===== config.mk =====
export PLATFORM = sky130hd
export DESIGN_NAME = chm_ctrl
export DESIGN_NICKNAME = d
export VERILOG_FILES = /design/src/design/chained_hash_map_assert.svh /design/src/design/chm_pkg.sv /design/src/design/chm_ctrl.sv
export SDC_FILE = /design/constraint.sdc
export NUM_CORES = 1
export LEC_CHECK = 0
export BUFFER_PORTS_ARGS = -buffer_cell sky130_fd_sc_hd__clkbuf_2
export CORE_AREA = 2 2 39 41
export DETAILED_ROUTE_END_ITERATION = 8
export DIE_AREA = 0 0 41 43
export PLACE_DENSITY = 0.68
export SLEW_MARGIN = 10
export SYNTH_ARGS = -nofsm -noshare
export SYNTH_HDL_FRONTEND = slang
export SYNTH_SLANG_ARGS = --single-unit
export TNS_END_PERCENT = 1

===== constraint.sdc =====
create_clock -name clk_i -period 2.25 [get_ports clk_i]
set_clock_uncertainty 0.15 [all_clocks]
set_input_delay 0.45 -clock clk_i [delete_from_list [all_inputs] [get_ports clk_i]]
set_output_delay 0.45 -clock clk_i [all_outputs]
set_load 0.1 [all_outputs]

===== src/design/chained_hash_map_assert.svh =====
// ----------------------------------------------------------------------------
// chained_hash_map_assert.svh
// Assertion macros used by the hash map top level.
// ----------------------------------------------------------------------------
`ifndef CHAINED_HASH_MAP_ASSERT_SVH
`define CHAINED_HASH_MAP_ASSERT_SVH

// Implication checked at every edge, quiet during reset.
`define CHM_ASSERT_IMP(label, ante, cons, msg) \
  label: assert property (@(posedge clk_i) disable iff (!rst_ni) (ante) |-> (cons)) \
    else $error(msg);

// Implication checked in the cycle after the antecedent.
`define CHM_ASSERT_NXT(label, ante, cons, msg) \
  label: assert property (@(posedge clk_i) disable iff (!rst_ni) (ante) |=> (cons)) \
    else $error(msg);

`endif


===== src/design/chm_pkg.sv =====
// ----------------------------------------------------------------------------
// chm_pkg
// Shared types, codes and defaults of the chained hash map.
// ----------------------------------------------------------------------------
package chm_pkg;

  localparam int unsigned BucketsDef = 256;
  localparam int unsigned NodesDef   = 1024;

  // Operation codes
  localparam logic [1:0] FUNC_INSERT = 2'd0;
  localparam logic [1:0] FUNC_FIND   = 2'd1;
  localparam logic [1:0] FUNC_REMOVE = 2'd2;
  localparam logic [1:0] FUNC_UNUSED = 2'd3;

  // Result status codes
  localparam logic [1:0] ST_OK       = 2'd0;
  localparam logic [1:0] ST_DUP      = 2'd1;
  localparam logic [1:0] ST_NOTFOUND = 2'd2;
  localparam logic [1:0] ST_FULL     = 2'd3;

  typedef enum logic [3:0] {
    S_CLEAR,
    S_IDLE,
    S_HASH,
    S_HEAD,
    S_LOAD,
    S_WALK,
    S_CHK,
    S_ACT,
    S_FREE_RD,
    S_INS,
    S_LINK,
    S_REL,
    S_FIN
  } state_e;

  // Commands from controller to datapath
  typedef struct packed {
    logic clr;
    logic accept;
    logic hash;
    logic load;
    logic walk;
    logic chk;
    logic act;
    logic sel_free;
    logic ins;
    logic link;
    logic rel;
    logic fin;
  } cmd_t;

  // Status from datapath to controller
  typedef struct packed {
    logic       clr_done;
    logic       hash_done;
    logic       cur_nil;
    logic       key_lt;
    logic       hit;
    logic       free_nil;
    logic       out_free;
    logic [1:0] func;
  } stat_t;

endpackage


===== src/design/chm_ctrl.sv =====
// ----------------------------------------------------------------------------
// chm_ctrl
// Sequencer of the hash map: clearing pass, hash, chain walk and update.
// ----------------------------------------------------------------------------
module chm_ctrl (
  input  logic           clk_i,
  input  logic           rst_ni,
  input  logic           in_valid_i,
  output logic           in_ready_o,
  input  chm_pkg::stat_t stat_i,
  output chm_pkg::cmd_t  cmd_o
);

  chm_pkg::state_e state_q, state_d;

  // Hold state
  always_ff @(posedge clk_i or negedge rst_ni) begin
    if (!rst_ni) begin
      state_q <= chm_pkg::S_CLEAR;
    end else begin
      state_q <= state_d;
    end
  end

  // Next state
  always_comb begin
    state_d = state_q;
    unique case (state_q)
      chm_pkg::S_CLEAR:   if (stat_i.clr_done) state_d = chm_pkg::S_IDLE;
      chm_pkg::S_IDLE:    if (in_valid_i) state_d = chm_pkg::S_HASH;
      chm_pkg::S_HASH:    if (stat_i.hash_done) state_d = chm_pkg::S_HEAD;
      chm_pkg::S_HEAD:    state_d = chm_pkg::S_LOAD;
      chm_pkg::S_LOAD:    state_d = chm_pkg::S_WALK;
      chm_pkg::S_WALK:    state_d = stat_i.cur_nil ? chm_pkg::S_ACT : chm_pkg::S_CHK;
      chm_pkg::S_CHK:     state_d = stat_i.key_lt ? chm_pkg::S_WALK : chm_pkg::S_ACT;
      chm_pkg::S_ACT: begin
        if (stat_i.func == chm_pkg::FUNC_INSERT && !stat_i.hit && !stat_i.free_nil) begin
          state_d = chm_pkg::S_FREE_RD;
        end else if (stat_i.func == chm_pkg::FUNC_REMOVE && stat_i.hit) begin
          state_d = chm_pkg::S_LINK;
        end else begin
          state_d = chm_pkg::S_FIN;
        end
      end
      chm_pkg::S_FREE_RD: state_d = chm_pkg::S_INS;
      chm_pkg::S_INS:     state_d = chm_pkg::S_LINK;
      chm_pkg::S_LINK: begin
        state_d = (stat_i.func == chm_pkg::FUNC_REMOVE) ? chm_pkg::S_REL : chm_pkg::S_FIN;
      end
      chm_pkg::S_REL:     state_d = chm_pkg::S_FIN;
      chm_pkg::S_FIN:     if (stat_i.out_free) state_d = chm_pkg::S_IDLE;
      default:            state_d = chm_pkg::S_CLEAR;
    endcase
  end

  // Outputs
  always_comb begin
    cmd_o      = '0;
    in_ready_o = 1'b0;
    unique case (state_q)
      chm_pkg::S_CLEAR:   cmd_o.clr = 1'b1;
      chm_pkg::S_IDLE: begin
        in_ready_o   = 1'b1;
        cmd_o.accept = in_valid_i;
      end
      chm_pkg::S_HASH:    cmd_o.hash = 1'b1;
      chm_pkg::S_HEAD:    cmd_o      = '0;
      chm_pkg::S_LOAD:    cmd_o.load = 1'b1;
      chm_pkg::S_WALK:    cmd_o.walk = 1'b1;
      chm_pkg::S_CHK:     cmd_o.chk  = 1'b1;
      chm_pkg::S_ACT:     cmd_o.act  = 1'b1;
      chm_pkg::S_FREE_RD: cmd_o.sel_free = 1'b1;
      chm_pkg::S_INS:     cmd_o.ins  = 1'b1;
      chm_pkg::S_LINK:    cmd_o.link = 1'b1;
      chm_pkg::S_REL:     cmd_o.rel  = 1'b1;
      chm_pkg::S_FIN:     cmd_o.fin  = stat_i.out_free;
      default:            cmd_o      = '0;
    endcase
  end

endmodule


# Word level (Yosys, flattened, before mapping)
# Cells that the tools add are included.
# Widths: inputs -> output; s select.
dict set report classes {
  reduce_logical 8
  div 0
  eq_ne 17
  shift 0
  mux 23
  bitwise_logic 0
  magnitude_cmp 0
  mul 0
  n_addsub 0
}
# cell count
set op_table {}
lappend op_table {{$pmux 4 s13} 1}
lappend op_table {{$eq 4x4->1 const B} 5}
lappend op_table {{$eq 4x3->1 const B} 4}
lappend op_table {{$mux 4} 4}
lappend op_table {{$mux 1} 14}
lappend op_table {{$mux 3} 3}
lappend op_table {{$eq 4x2->1 const B} 2}
lappend op_table {{$ne 2x2->1 const B} 4}
lappend op_table {{$eq 4x1->1 const B} 1}
lappend op_table {{$logic_not 4->1} 1}
lappend op_table {{$reduce_and 4->1} 1}
lappend op_table {{$logic_and 1x1->1} 3}
lappend op_table {{$eq 2x2->1 const B} 1}
lappend op_table {{$logic_not 1->1} 2}
lappend op_table {{$logic_not 2->1} 1}
lappend op_table {{$mux 2} 1}
dict set report totals {
  inputBits 12
  latch_bits 0
  elab_cells 49
  mem_count 0
  mem_bits_rw 0
  ff_bits 4
  rom_bits 0
  output_inout_bits 13
}

# Depth between registers and ports, before layout
dict set report depth {
  depth_word 5
  ltp_mapped 6
  ltp_nobuf 4
}

# Worst setup path after synthesis
# OpenSTA, ideal clock, no wires.
dict set report synth_timing {
  path_type {register to output}
  start {reg state_q[1]}
  end {out cmd_o[11] (netlist bit)}
  path_slack_ns -1.210
  n_path_buf 2
  arrival_ns 2.860
  required_time_ns 1.650
  path_stages_with_launch 5
  cell_sequence {dfrtp_1 > buf_6 > or2_1 > buf_6 > nor3_1}
}
# item line_no
set synth_rtl {}
lappend synth_rtl {{start, declared} chm_ctrl.sv:14} ;# chm_pkg::state_e state_q, state_d;
lappend synth_rtl {{start signal, assigned} chm_ctrl.sv:19} ;# state_q <= chm_pkg::S_CLEAR;
lappend synth_rtl {{start signal, assigned} chm_ctrl.sv:21} ;# state_q <= state_d;
lappend synth_rtl {{end, declared} chm_ctrl.sv:11} ;# output chm_pkg::cmd_t cmd_o

==> results.md <==
* CP top delay family: simple AND/OR/NAND/NOR gates
* Hold_buf cts at 1
* Psw at between 0.0007 and 0.0008 W
* Initial DRC Count at 15
* Final Hold Viols at 0
* Synth Flop Type: dfrtp_1
* Syn Area/Cell at approximately 7.7 um2
* Number of global-route vias before repair at around 530
* DR vias at 568
* Sequential-to-total area share from yosys stat at 19.9%
* Clock share of power at 6.6%
* Post-synth EDFFs at 0
* Final std cells w/o fill at 105
* Final Power at 0.00136 W
* Worst-Skew Late Latency at about 0.24 ns
* Num Clock Sinks at 4
* RePlAce Congestion at about 0.82
* Critical path capture point type: output port
* H-tree depth at 1
* Die H at 43 um
* Layout cells sized above 1 at 42.7%
* Synth-to-Final Area Change at 66.7%
* Crit path time final at ~2.1 ns
* Required @ worst endpoint at 1.65 ns
* Antenna Violating Nets Remaining at 0
* Die Footprint at 1760 um2
* Worst Path Arrival at 1.55 ns
* DP Cell Count at 101
* Seq pwr share at 12.4%
* Total track usage at between 15 and 20%
* DRT Pass-1 Iters at 4
* Layout Nets at approximately 100
* Initial antenna violation count at 0
* Port Buf Inserts at 24
* Synth async-reset ratio at 100%
* Top-count cell post-synth: nor2_1
* Routed len/inst at around 12 um
* GR Overflow Total at 0
* IO Pins at 25
* Util after Layout at 60.6%
* Post-CTS Setup Inserts at 0
* # diodes at 0
* Pre-CTS WS at 0.341 ns
* Routed wire length at 1260 um
* Largest regs: state_q: 4 flops
* Syn Nets at 77
* Peak supply drop at 0.713 mV
* Initial Utilization at 36.3%
* Max stage delay cell, worst path: dfrtp_1
* Comb power frac at about four fifths
* Post-synth cell types at 30
* Number of max-cap violations at 0
* Num rows at 14
* DR DRC count at 0
* CTS tree: done
* Worst Setup Start Kind: register
* Internal at 0.000566 W
* Pleak at 0.350 nW
* Slew Viols, Final at 0
* Share of the synthesized area in the top cell type at 19.9%
* Crit path kind: reg2out
* Fmax at 466 MHz
* Worst-path maximum fanout at 9
* Status: complete, no violations
* Max reg flops at 4
* Slowest stage delay, CP at 0.47 ns
* Switching Share at 58.5%
* Die X at 41 um
* Largest cells by area after synthesis: dfrtp_1 (20%), buf_6 (13%), nor2_1 (7.5%)
* Largest net degree at the start of global routing at 17
* HPWL Detailed at 1050 um
* Yosys top cell by area: dfrtp_1
* Buf/Inv on CP at 1
* Largest register by flop count: state_q
* Clock transition at path regs at 0.04 ns
* Synth Instances at 65
* Synth Warn # at 0
* CTS Buf Count at 3
* Worst min path class: in2reg
* Setup repair after global routing missed its margin: no
* Critical-path cell list: nand2b_2, nor3_4, and2_2, buf_12
* Mapped Area at 503 um2
* Slew margin rel. at 80.7%
* Setup Viol. Count Final at 0
* Setup_tns at 0 ns
* CTS resizes at 0
* First-pass GRT wire length at 2150 um
* Power Dens Cells at 1620 nW/um2
* DR vias/cell at 5.41
* Fin crit share at a little over nine tenths
* Worst-margin pin slew at 0.290 ns
* Top cells by count, synth: nor2_1 (10), buf_6 (6), nand2b_1 (5)
* Root Driver: clkbuf_4
* Final worst setup slack at approximately 0.10 ns
* Core box area at 1380 um2
* Flops & latches, synth at 4
* Maximum root-to-sink buffer count at 2
## worst reg2reg max path, cell delays in order, from the launching register on
cell      delay, ns
dfrtp_1        0.47
or2_1          0.37
or4_4          0.45
o211ai_2       0.08
o22ai_1        0.11
## path summary, 6_finish.rpt
check	from	endpoint	slack (ns)	cells after the start
setup / recovery	state_q[1]	cmd_o[10]	0.10	4
hold / removal	in_valid_i	state_q[0]	0.30	2
setup reg to reg	state_q[1]	state_q[0]	0.50	4
hold reg to reg	state_q[3]	state_q[3]	0.49	1
max in group asynchronous	rst_ni	state_q[1]	1.43	2
min in group asynchronous	rst_ni	state_q[2]	0.39	2
## cells in the final DEF (no fill, tap or decap), types with 3 or more instances in the layout
cell type / n
nor2_1: 9
o21a_1: 3
buf_12: 13
buf_4: 3
a21oi_1: 3
nand2_1: 3
clkbuf_2: 11
clkbuf_4: 3
nand2b_1: 5
dfrtp_1: 4
## power by group through the flow
| stage | registers [W] | clock network, W | logic [W] |
|---|---|---|---|
| after floorplan | 0.000125 | 0 | 0.000891 |
| after global placement | 0.000165 | 0 | 0.00109 |
| after detailed placement | 0.000169 | 0 | 0.00111 |
| after CTS | 0.000169 | 0.0000900 | 0.00111 |
| after global routing | 0.000180 | 0.0000922 | 0.00118 |
| final | 0.000169 | 0.0000903 | 0.00110 |
## cells by family (layout without fill, tap and decap cells)
kind of cell           Yosys count  count (layout)  synth area share, %
AO/OA/AOI/OAI                   20              20                 28.6
AND/OR/NAND/NOR                 32              32                 35.1
flip-flops                       4               4                 19.9
buffers and inverters            9              33                 16.4
## area by class of cell
cell class                 count  area, um2
inverter                       2       7.51
timing repair buffer          28        348
fill                         126        546
multi-input combinational     52        340
tap                           16       20.0
clock buffer                   3       22.5
sequential                     4        100
## metrics by stage
step           instance area (um2)  hold slack (ns)
2_1_floorplan                  523          0.00441
3_3_place_gp                   806            0.110
3_5_place_dp                   806            0.108
4_1_cts                        838            0.314
5_1_grt                        838            0.334
6_report                       838            0.303
## layer usage
layer | vias to the layer above | routed length, um | part of all wire [%] | track usage, %
met5 | - | 0 | 0 | 0
met4 | 0 | 16 | 1.3 | 10.0
met3 | 3 | 76 | 6.1 | 3.14
met2 | 22 | 690 | 55 | 28.4
met1 | 260 | 473 | 38 | 21.2
li1 | 283 | - | - | -
Power figures use the tool's default switching activity.
